File: src/rtl/ccp_pkg.sv
// Shared types, codes and signature constants for the cartridge image parser.
// No dependencies; used by every module of the block.
package ccp_pkg;

  localparam int IMAGE_SIZE_BITS = 24;
  localparam int QUEUE_DEPTH = 4;
  localparam int QPTR_W = $clog2(QUEUE_DEPTH);
  localparam int QCNT_W = $clog2(QUEUE_DEPTH + 1);

  // Image signatures, first byte in the top bits.
  localparam logic [127:0] SIG_FIRST  = 128'h43363420434152545249444745202020;
  localparam logic [127:0] SIG_SECOND = 128'h56494332302043415254524944474520;
  localparam logic [31:0]  SIG_CHIP   = 32'h43484950;

  localparam int HEADER_BYTES = 64;
  localparam int PACKET_BYTES = 16;

  typedef enum logic [1:0] {
    KIND_HEADER = 2'd0,
    KIND_CHIP   = 2'd1,
    KIND_ROM    = 2'd2,
    KIND_END    = 2'd3
  } kind_t;

  typedef enum logic [2:0] {
    ST_OK          = 3'd0,
    ST_BAD_SIG     = 3'd1,
    ST_BAD_LENGTH  = 3'd2,
    ST_ROM_TOO_BIG = 3'd3,
    ST_NO_CHIP_SIG = 3'd4,
    ST_EXHAUSTED   = 3'd5,
    ST_SHORT_FILE  = 3'd6
  } status_t;

  // Work for one input byte: an optional primary result and an optional end result.
  typedef struct packed {
    logic        has_first;
    kind_t       kind;
    logic [16:0] header_flags;
    logic [15:0] format_version;
    logic [15:0] hw_word;
    logic [15:0] chip_code;
    logic [15:0] bank_index;
    logic [15:0] load_base;
    logic [15:0] rom_count;
    logic [7:0]  rom_byte;
    logic [19:0] chip_count;
    logic        has_end;
    status_t     end_status;
  } cmd_t;

  function automatic logic [7:0] sig_byte(input logic [127:0] sig, input logic [3:0] idx);
    logic [127:0] sh;
    sh = sig << {idx, 3'b000};
    return sh[127:120];
  endfunction

  function automatic logic [7:0] chip_sig_byte(input logic [1:0] idx);
    logic [31:0] sh;
    sh = SIG_CHIP << {idx, 3'b000};
    return sh[31:24];
  endfunction

endpackage

File: src/rtl/cartridge_image_chip_parser.sv
// Cartridge image parser top level: byte input channel, result output channel.
// Path: a byte's command is written into the command queue and then loaded into the back-end
// result register, from which its result is offered.
// Throughput: one byte per cycle while the queue is not full; a byte with two results needs
// two transfers; the four-entry queue absorbs that and any output stall before input stalls.
// Reset (rst, synchronous) returns the parse to the header phase and clears the image size.
// Depends on ccp_pkg, ccp_front, ccp_queue and ccp_back.
module cartridge_image_chip_parser (
  input  logic                                clk,
  input  logic                                rst,
  input  logic                                cfg_we,
  input  logic [ccp_pkg::IMAGE_SIZE_BITS-1:0] cfg_wdata,
  input  logic                                in_valid,
  output logic                                in_ready,
  input  logic [7:0]                          data_byte,
  output logic                                out_valid,
  input  logic                                out_ready,
  output logic [1:0]                          result_kind,
  output logic [2:0]                          status,
  output logic [16:0]                         header_flags,
  output logic [15:0]                         format_version,
  output logic [15:0]                         hw_word,
  output logic [15:0]                         chip_code,
  output logic [15:0]                         bank_index,
  output logic [15:0]                         load_base,
  output logic [15:0]                         rom_count,
  output logic [7:0]                          rom_byte,
  output logic [19:0]                         chip_count,
  output logic                                last_of_run
);
  import ccp_pkg::*;

  cmd_t  f_cmd, q_cmd;
  kind_t kind;
  logic  f_push, q_full, q_not_empty, q_pop;

  // Input is taken whenever the queue has room for the command of one byte.
  assign in_ready = ~q_full;

  ccp_front u_front (
    .clk       (clk),
    .rst       (rst),
    .cfg_we    (cfg_we),
    .cfg_wdata (cfg_wdata),
    .take      (in_valid & in_ready),
    .data_byte (data_byte),
    .push      (f_push),
    .cmd       (f_cmd)
  );

  ccp_queue u_queue (
    .clk       (clk),
    .rst       (rst),
    .push      (f_push),
    .wr_cmd    (f_cmd),
    .full      (q_full),
    .not_empty (q_not_empty),
    .pop       (q_pop),
    .rd_cmd    (q_cmd)
  );

  // The back end offers each result transfer in order, the end result last.
  ccp_back u_back (
    .clk            (clk),
    .rst            (rst),
    .q_not_empty    (q_not_empty),
    .q_cmd          (q_cmd),
    .q_pop          (q_pop),
    .out_valid      (out_valid),
    .out_ready      (out_ready),
    .result_kind    (kind),
    .status         (status),
    .header_flags   (header_flags),
    .format_version (format_version),
    .hw_word        (hw_word),
    .chip_code      (chip_code),
    .bank_index     (bank_index),
    .load_base      (load_base),
    .rom_count      (rom_count),
    .rom_byte       (rom_byte),
    .chip_count     (chip_count),
    .last_of_run    (last_of_run)
  );

  assign result_kind = kind;
endmodule

File: src/rtl/ccp_front.sv
// Front part: accepts image bytes, runs the parse state and builds a command for each byte that yields a result.
// Depends on ccp_pkg.
module ccp_front (
  input  logic                                 clk,
  input  logic                                 rst,
  input  logic                                 cfg_we,
  input  logic [ccp_pkg::IMAGE_SIZE_BITS-1:0]  cfg_wdata,
  input  logic                                 take,
  input  logic [7:0]                           data_byte,
  output logic                                 push,
  output ccp_pkg::cmd_t                        cmd
);
  import ccp_pkg::*;

  localparam int FW = IMAGE_SIZE_BITS;
  localparam int OW = FW + 10;

  typedef enum logic [5:0] {
    PH_HEADER = 6'b000001,
    PH_SKIP   = 6'b000010,
    PH_CHIP   = 6'b000100,
    PH_ROM    = 6'b001000,
    PH_PAD    = 6'b010000,
    PH_DONE   = 6'b100000
  } phase_t;

  phase_t        phase, phase_next;
  logic [FW-1:0] image_size;
  logic [FW-1:0] pos, pos_next;
  logic [1:0]    sig, sig_next;
  logic [31:0]   hlen, hlen_next;
  logic [47:0]   hwords, hwords_next;
  logic [FW-1:0] pkt_start, pkt_start_next;
  logic [31:0]   pkt_len, pkt_len_next;
  logic [63:0]   pkt_words, pkt_words_next;
  logic [3:0]    chip_idx, chip_idx_next;
  logic [15:0]   rom_left, rom_left_next;
  logic [19:0]   chips, chips_next;
  logic [OW-1:0] pkt_end, pkt_end16;

  logic          want_next, want_finish;
  logic [OW-1:0] off, off16, fs_w, pos_w;
  logic [OW-1:0] hoff;
  logic [15:0]   rom;

  always_comb begin
    phase_next     = phase;
    pos_next       = pos;
    sig_next       = sig;
    hlen_next      = hlen;
    hwords_next    = hwords;
    pkt_start_next = pkt_start;
    pkt_len_next   = pkt_len;
    pkt_words_next = pkt_words;
    chip_idx_next  = chip_idx;
    rom_left_next  = rom_left;
    chips_next     = chips;
    want_next      = 1'b0;
    want_finish    = 1'b0;
    off            = '0;
    off16          = '0;
    hoff           = '0;
    rom            = '0;
    cmd            = '0;
    push           = 1'b0;
    fs_w           = OW'(image_size);
    pos_w          = OW'(pos) + OW'(1);

    if (take && phase != PH_DONE && pos < image_size) begin
      pos_next = pos + FW'(1);
      unique case (phase)
        PH_HEADER: begin
          if (pos < FW'(16)) begin
            if (data_byte != sig_byte(SIG_FIRST, pos[3:0]))  sig_next[0] = 1'b0;
            if (data_byte != sig_byte(SIG_SECOND, pos[3:0])) sig_next[1] = 1'b0;
          end else if (pos < FW'(20)) begin
            hlen_next = {hlen[23:0], data_byte};
          end else if (pos < FW'(26)) begin
            hwords_next = {hwords[39:0], data_byte};
          end
          if (image_size < FW'(HEADER_BYTES) && pos_w == fs_w) begin
            cmd.has_end    = 1'b1;
            cmd.end_status = ST_SHORT_FILE;
          end else if (pos == FW'(HEADER_BYTES - 1)) begin
            if (sig_next == 2'b00) begin
              cmd.has_end    = 1'b1;
              cmd.end_status = ST_BAD_SIG;
            end else begin
              cmd.has_first      = 1'b1;
              cmd.kind           = KIND_HEADER;
              cmd.header_flags   = {~sig_next[0], hwords_next[15:0]};
              cmd.format_version = hwords_next[47:32];
              cmd.hw_word        = hwords_next[31:16];
              hoff = (hlen_next < 32'(HEADER_BYTES)) ? OW'(HEADER_BYTES) : OW'(hlen_next);
              want_next = 1'b1;
              off   = hoff;
              off16 = hoff + OW'(PACKET_BYTES);
            end
          end
        end
        PH_SKIP: begin
          if (pos_next == pkt_start) phase_next = PH_CHIP;
        end
        PH_CHIP: begin
          chip_idx_next = chip_idx + 4'd1;
          if (chip_idx < 4'd4) begin
            if (data_byte != chip_sig_byte(chip_idx[1:0])) sig_next = 2'b00;
          end else if (chip_idx < 4'd8) begin
            pkt_len_next = {pkt_len[23:0], data_byte};
          end else begin
            pkt_words_next = {pkt_words[55:0], data_byte};
          end
          if (chip_idx == 4'd15) begin
            rom = pkt_words_next[15:0];
            if (sig == 2'b00) begin
              cmd.has_end    = 1'b1;
              cmd.end_status = ST_NO_CHIP_SIG;
            end else if (pkt_len < 32'(PACKET_BYTES) || pkt_end > fs_w) begin
              cmd.has_end    = 1'b1;
              cmd.end_status = ST_BAD_LENGTH;
            end else if (33'(rom) + 33'(PACKET_BYTES) > 33'(pkt_len)) begin
              cmd.has_end    = 1'b1;
              cmd.end_status = ST_ROM_TOO_BIG;
            end else begin
              chips_next     = chips + 20'd1;
              cmd.has_first  = 1'b1;
              cmd.kind       = KIND_CHIP;
              cmd.chip_code  = pkt_words_next[63:48];
              cmd.bank_index = pkt_words_next[47:32];
              cmd.load_base  = pkt_words_next[31:16];
              cmd.rom_count  = rom;
              rom_left_next  = rom;
              if (rom != 16'd0) phase_next = PH_ROM;
              else              want_finish = 1'b1;
            end
          end
        end
        PH_ROM: begin
          cmd.has_first = 1'b1;
          cmd.kind      = KIND_ROM;
          cmd.rom_byte  = data_byte;
          rom_left_next = rom_left - 16'd1;
          if (rom_left_next == 16'd0) want_finish = 1'b1;
        end
        PH_PAD: begin
          want_finish = 1'b1;
        end
        default: begin
          phase_next = PH_DONE;
        end
      endcase

      if (want_finish) begin
        if (pos_w >= pkt_end) begin
          want_next = 1'b1;
          off   = pkt_end;
          off16 = pkt_end16;
        end else begin
          phase_next = PH_PAD;
        end
      end

      if (want_next) begin
        if (off16 > fs_w) begin
          cmd.has_end    = 1'b1;
          cmd.end_status = (off > fs_w) ? ST_SHORT_FILE :
                           ((off == fs_w) ? ST_OK : ST_EXHAUSTED);
        end else begin
          pkt_start_next = off[FW-1:0];
          pkt_len_next   = '0;
          pkt_words_next = '0;
          chip_idx_next  = '0;
          sig_next       = 2'b01;
          phase_next     = (pos_w == off) ? PH_CHIP : PH_SKIP;
        end
      end

      if (cmd.has_end) phase_next = PH_DONE;
      cmd.chip_count = chips_next;
      push = cmd.has_first | cmd.has_end;
    end
  end

  always_ff @(posedge clk) begin
    if (rst) begin
      phase      <= PH_HEADER;
      image_size <= '0;
      pos        <= '0;
      sig        <= 2'b11;
      hlen       <= '0;
      hwords     <= '0;
      pkt_start  <= '0;
      pkt_len    <= '0;
      pkt_words  <= '0;
      chip_idx   <= '0;
      rom_left   <= '0;
      chips      <= '0;
    end else begin
      phase      <= phase_next;
      pos        <= pos_next;
      sig        <= sig_next;
      hlen       <= hlen_next;
      hwords     <= hwords_next;
      pkt_start  <= pkt_start_next;
      pkt_len    <= pkt_len_next;
      pkt_words  <= pkt_words_next;
      chip_idx   <= chip_idx_next;
      rom_left   <= rom_left_next;
      chips      <= chips_next;
      if (cfg_we) image_size <= cfg_wdata;
    end
  end

  // Packet end is registered from the packet start and length; it is read only from the last packet
  // header byte on, long after the length bytes have settled.
  always_ff @(posedge clk) begin
    pkt_end   <= OW'(pkt_start) + OW'(pkt_len);
    pkt_end16 <= OW'(pkt_start) + OW'(pkt_len) + OW'(PACKET_BYTES);
  end

  a_done_holds: assert property (@(posedge clk) disable iff (rst)
    phase == PH_DONE |=> phase == PH_DONE)
    else $error("parser left the done phase");

  a_end_stops: assert property (@(posedge clk) disable iff (rst)
    push && cmd.has_end |=> phase == PH_DONE)
    else $error("end result issued without stopping the parse");
endmodule

File: src/rtl/ccp_queue.sv
// Short command queue between the parser front and the result back end.
// Depends on ccp_pkg.
module ccp_queue (
  input  logic          clk,
  input  logic          rst,
  input  logic          push,
  input  ccp_pkg::cmd_t wr_cmd,
  output logic          full,
  output logic          not_empty,
  input  logic          pop,
  output ccp_pkg::cmd_t rd_cmd
);
  import ccp_pkg::*;

  cmd_t              slots [QUEUE_DEPTH];
  logic [QPTR_W-1:0] wr_ptr, rd_ptr;
  logic [QCNT_W-1:0] count;

  assign full      = (count == QCNT_W'(QUEUE_DEPTH));
  assign not_empty = (count != '0);
  assign rd_cmd    = slots[rd_ptr];

  always_ff @(posedge clk) begin
    if (push) slots[wr_ptr] <= wr_cmd;
  end

  always_ff @(posedge clk) begin
    if (rst) begin
      wr_ptr <= '0;
      rd_ptr <= '0;
      count  <= '0;
    end else begin
      if (push) wr_ptr <= wr_ptr + QPTR_W'(1);
      if (pop)  rd_ptr <= rd_ptr + QPTR_W'(1);
      count <= count + QCNT_W'(push) - QCNT_W'(pop);
    end
  end

  a_no_overflow: assert property (@(posedge clk) disable iff (rst) push |-> !full)
    else $error("command queue overflow");

  a_no_underflow: assert property (@(posedge clk) disable iff (rst) pop |-> not_empty)
    else $error("command queue underflow");
endmodule

File: src/rtl/ccp_back.sv
// Back end: takes commands from the queue and presents one or two results each.
// Depends on ccp_pkg.
module ccp_back (
  input  logic          clk,
  input  logic          rst,
  input  logic          q_not_empty,
  input  ccp_pkg::cmd_t q_cmd,
  output logic          q_pop,
  output logic          out_valid,
  input  logic          out_ready,
  output ccp_pkg::kind_t result_kind,
  output logic [2:0]    status,
  output logic [16:0]   header_flags,
  output logic [15:0]   format_version,
  output logic [15:0]   hw_word,
  output logic [15:0]   chip_code,
  output logic [15:0]   bank_index,
  output logic [15:0]   load_base,
  output logic [15:0]   rom_count,
  output logic [7:0]    rom_byte,
  output logic [19:0]   chip_count,
  output logic          last_of_run
);
  import ccp_pkg::*;

  cmd_t cur;
  logic busy, on_end;
  logic show_end, done_cur, xfer;

  assign show_end = on_end | ~cur.has_first;
  assign xfer     = busy & out_ready;
  assign done_cur = show_end | ~cur.has_end;
  assign q_pop    = q_not_empty & (~busy | (xfer & done_cur));
  assign out_valid = busy;

  always_comb begin
    result_kind    = show_end ? KIND_END : cur.kind;
    status         = show_end ? cur.end_status : ST_OK;
    header_flags   = show_end ? '0 : cur.header_flags;
    format_version = show_end ? '0 : cur.format_version;
    hw_word        = show_end ? '0 : cur.hw_word;
    chip_code      = show_end ? '0 : cur.chip_code;
    bank_index     = show_end ? '0 : cur.bank_index;
    load_base      = show_end ? '0 : cur.load_base;
    rom_count      = show_end ? '0 : cur.rom_count;
    rom_byte       = show_end ? '0 : cur.rom_byte;
    chip_count     = (!show_end && cur.kind == KIND_HEADER) ? '0 : cur.chip_count;
    last_of_run    = done_cur;
  end

  always_ff @(posedge clk) begin
    if (q_pop) cur <= q_cmd;
  end

  always_ff @(posedge clk) begin
    if (rst) begin
      busy   <= 1'b0;
      on_end <= 1'b0;
    end else if (q_pop) begin
      busy   <= 1'b1;
      on_end <= 1'b0;
    end else if (xfer) begin
      if (done_cur) begin
        busy <= 1'b0;
      end else begin
        on_end <= 1'b1;
      end
    end
  end

  a_end_needs_cmd: assert property (@(posedge clk) disable iff (rst)
    busy && on_end |-> cur.has_end && cur.has_first)
    else $error("end result shown for a command without one");
endmodule
File: config.mk
export PLATFORM = sky130hd
export DESIGN_NAME = cartridge_image_chip_parser
export DESIGN_NICKNAME = d
export VERILOG_FILES = /design/src/rtl/ccp_pkg.sv /design/src/rtl/cartridge_image_chip_parser.sv /design/src/rtl/ccp_front.sv /design/src/rtl/ccp_queue.sv /design/src/rtl/ccp_back.sv
export SDC_FILE = /design/constraint.sdc
export NUM_CORES = 2
export LEC_CHECK = 0
export ABC_AREA = 1
export BUFFER_PORTS_ARGS = -buffer_cell sky130_fd_sc_hd__buf_2
export CAP_MARGIN = 5
export CORE_UTILIZATION = 35
export DETAILED_ROUTE_END_ITERATION = 6
export PLACE_DENSITY_LB_ADDON = 0.15
export SETUP_SLACK_MARGIN = 0.4
export SYNTH_ARGS = -nofsm -noshare
export SYNTH_HDL_FRONTEND = slang
export SYNTH_SLANG_ARGS = --single-unit
File: constraint.sdc
create_clock -name clk -period 38.8 [get_ports clk]
set_input_delay 5.82 -clock clk [delete_from_list [all_inputs] [get_ports clk]]
set_output_delay 5.82 -clock clk [all_outputs]
set_load 0.01 [all_outputs]
==> impl_metrics.toml <==
[sta]
period_minus_slack_ns = 15.19
setup_tns_ns = 0
setup_viol = 0
holdWs_ns = 0.460
fin_crit_sh_pct = 39.1
hold_viol = 0
rsz0062_at_grt = "false"
fmax_ghz = 0.0658
worstMarginPinSlew_ns = 1.19
finalWorstSetupSlack_ns = 23.61
relSlewSlack_pct = 20.4
slew_violations = 0
fin_skew_ns = 0.0639

[clock_tree]
root_buffer = "clkbuf_16"
cts_hold_buf = 0
cts_tree = "yes"
cts.repair.resized = 0
postCtsSetupRepairBufs = 0
numCtsBuffers = 121
h-tree-depth = 3
clk_path_buf_depth = 3
insertion_delay_ns = 0.76
cts.clk_slew.worst_paths_ns = 0.06
clock-sinks = 1108

[setup_path]
worstSetupPathType = "input pin to register"
critPathBufInv = 6
cp_common_cell = "nand2_1"
critPathLaunchType = "input pin"
critPathArrivalTime_ns = 15.52
cpPeakStageDelay_ns = 0.97
cp-end-kind = "register"
cp_top_family = "simple AND/OR/NAND/NOR gates"
required_ns = 39.13
crit_path_max_fanout = 65
cp_slowest_cell = "buf_4"

[global_route]
grt-ovfl-total = 0
antenna_found_initial = 6
grt_use_total_pct = 20.6
grt_pass1_vias = 40314
grt_max_degree = 216
grt_pass1_wl_um = 249000

[synthesis]
synth_xor_area_share_pct = 2.50
syn_inst = 5971
synth_edf_count = 740
syn_avg_cell_area_um2 = 9.04
yosysWarnings = 0
yosysSeqAreaShare_pct = 54.8
ys_types = 68
synth_nets = 6192
synth_compound_area_share_pct = 13.6
synthArstFlopShare_pct = 0
yosys.area_share.simple_pct = 16.6
synth_top_family_by_area = "simple AND/OR/NAND/NOR gates"
ys_ff_latch = 1108
syn_area_um2 = 54000
synthMuxAreaShare_pct = 0.911
synthAdderAreaFrac_pct = 4.29
ys.flop_type = "edfxtp_1"

[route]
wire_per_inst_um = 20.1
vias_per_cell = 5.10
wl_um = 164000
drc = 0
drtIter0Drc = 2971
dr_total_vias = 41726
drt-pass1-iter-count = 5
antenna_left = 0

[die]
design.core.area_um2 = 152000
dieArea_um2 = 156000
initial_core_util_pct = 35.4
rows = 143
io_pins = 186
die_height_um = 395
die_x_um = 395

[final_layout]
utilization_pct = 39.9
drive_gt1_share_pct = 9.17
layoutNonFillerInstCount = 8179
syn_to_final_growth_pct = 12.7
final_cell_area_um2 = 60900
nets = 6261
antenna_cells = 0

[placement]
io_buffers = 185
dp.final_hpwl_um = 109000
dp.cells = 7947
gp_congestion = 0.941
dpl_cell_area_um2 = 56800
pre_cts_ws_ns = 22.93

[power]
p_per_area_nw_per_um2 = 64.5
p_total_mw = 3.93
ir_worst_vdd_mv = 0.0604
power.leakage_nw = 24.7

[min_path]
hp-class = "register to register"

[job]
drv_cap = 0

[run_status]
status = "completed"
kinds of logic (layout without fill, tap and decap cells):
| logic type | after synthesis | count (layout) |
|---|---|---|
| fa+ha+maj | 184 | 184 |
| other cells | 1 | 1 |
| mux | 44 | 44 |
| buf+inv | 1001 | 1179 |
| flops | 1108 | 1108 |
| simple gates | 2159 | 2159 |
| compound gates | 1320 | 1320 |
| xor+xnor | 154 | 154 |
power breakdown:
group          total (mW)  internal [mW]  switching [mW]
clock network        1.17          0.681           0.494
logic                1.27          0.354           0.917
registers            1.48           1.41          0.0703
layout by cell type (no fill, tap or decap), drive strengths merged, types with 161 or more instances in the layout:
cell type  synthesis  final
edfxtp           740    740
nand2            933    933
clkbuf           257    172
nand3            176    176
inv              695    701
o22ai            161    161
o21ai            588    588
dfxtp            368    368
ha               182    182
buf               44    247
nor2             841    841
a21oi            404    404
cell usage after synthesis, types with 8 or more instances:
cell type / count / area [µm²]
o2111ai_1: 55 / 482
clkbuf_1: 257 / 965
nand3_1: 172 / 861
mux2_2: 41 / 462
nor2_1: 830 / 3120
buf_2: 15 / 75.1
xor2_1: 131 / 1150
o21a_1: 12 / 90.1
inv_2: 9 / 33.8
xnor2_1: 23 / 201
a21oi_1: 404 / 2020
inv_1: 686 / 2570
dfxtp_1: 368 / 7370
ha_1: 182 / 2280
nand4_1: 72 / 450
nand2_1: 920 / 3450
buf_1: 12 / 45.0
nor3b_1: 8 / 60.1
o22ai_1: 161 / 1010
o21ai_1: 16 / 80.1
a211oi_1: 11 / 82.6
nand2_2: 9 / 56.3
o211ai_1: 52 / 390
nor4_1: 24 / 150
o21ai_0: 568 / 2840
or2_2: 13 / 81.3
buf_4: 8 / 60.1
nor3_1: 69 / 345
edfxtp_1: 740 / 22200
sequential cells by signal, summed over array words and instances, names as in the netlist, 4 cells and up:
| register | cells |
|---|---|
| u_back.cur | 148 |
| u_front.chip_idx | 4 |
| u_front.chips | 20 |
| u_front.hlen | 32 |
| u_front.hwords | 48 |
| u_front.image_size | 24 |
| u_front.phase | 6 |
| u_front.pkt_end | 29 |
| u_front.pkt_end16 | 34 |
| u_front.pkt_len | 32 |
| u_front.pkt_start | 24 |
| u_front.pkt_words | 64 |
| u_front.pos | 24 |
| u_front.rom_left | 16 |
| u_queue.slots | 592 |
final timing paths:
path | from | cells past startpoint | slack [ns] | to
max | data_byte[4] | 41 | 23.61 | u_queue.slots[1][20]$_DFFE_PP_
max reg2reg | u_front.pos[0]$_SDFFE_PP0P_ | 39 | 27.58 | u_queue.slots[1][20]$_DFFE_PP_
min | u_front.hwords[46]$_SDFFE_PP0P_ | 2 | 0.46 | u_front.hwords[46]$_SDFFE_PP0P_
min reg2reg | u_front.hwords[46]$_SDFFE_PP0P_ | 2 | 0.46 | u_front.hwords[46]$_SDFFE_PP0P_
worst min-delay path, delay by kind of cell, from the launching register on:
| kind | cells | cell delay [ns] |
|---|---|---|
| flip-flops | 1 | 0.31 |
| AO/OA/AOI/OAI | 1 | 0.05 |
| AND/OR/NAND/NOR | 1 | 0.06 |
routing by layer:
layer,global-route usage [%],vias up,part of all wire (%)
met5,0,-,0.016
met4,7.56,4,3.6
met3,2.84,276,4.0
met2,35.0,885,48
met1,26.6,20105,44
li1,-,20456,-
area by class of cell:
| class | instances | area (µm²) |
|---|---|---|
| Timing Repair Buffer | 247 | 1410 |
| Inverter | 700 | 2640 |
| Clock inverter | 60 | 706 |
| Clock buffer | 172 | 3370 |
| Sequential cell | 1108 | 29600 |
| Multi-Input combinational cell | 3862 | 20600 |
| Fill cell | 15295 | 91600 |
| Tap cell | 2030 | 2540 |
Power figures use the tool's default switching activity.
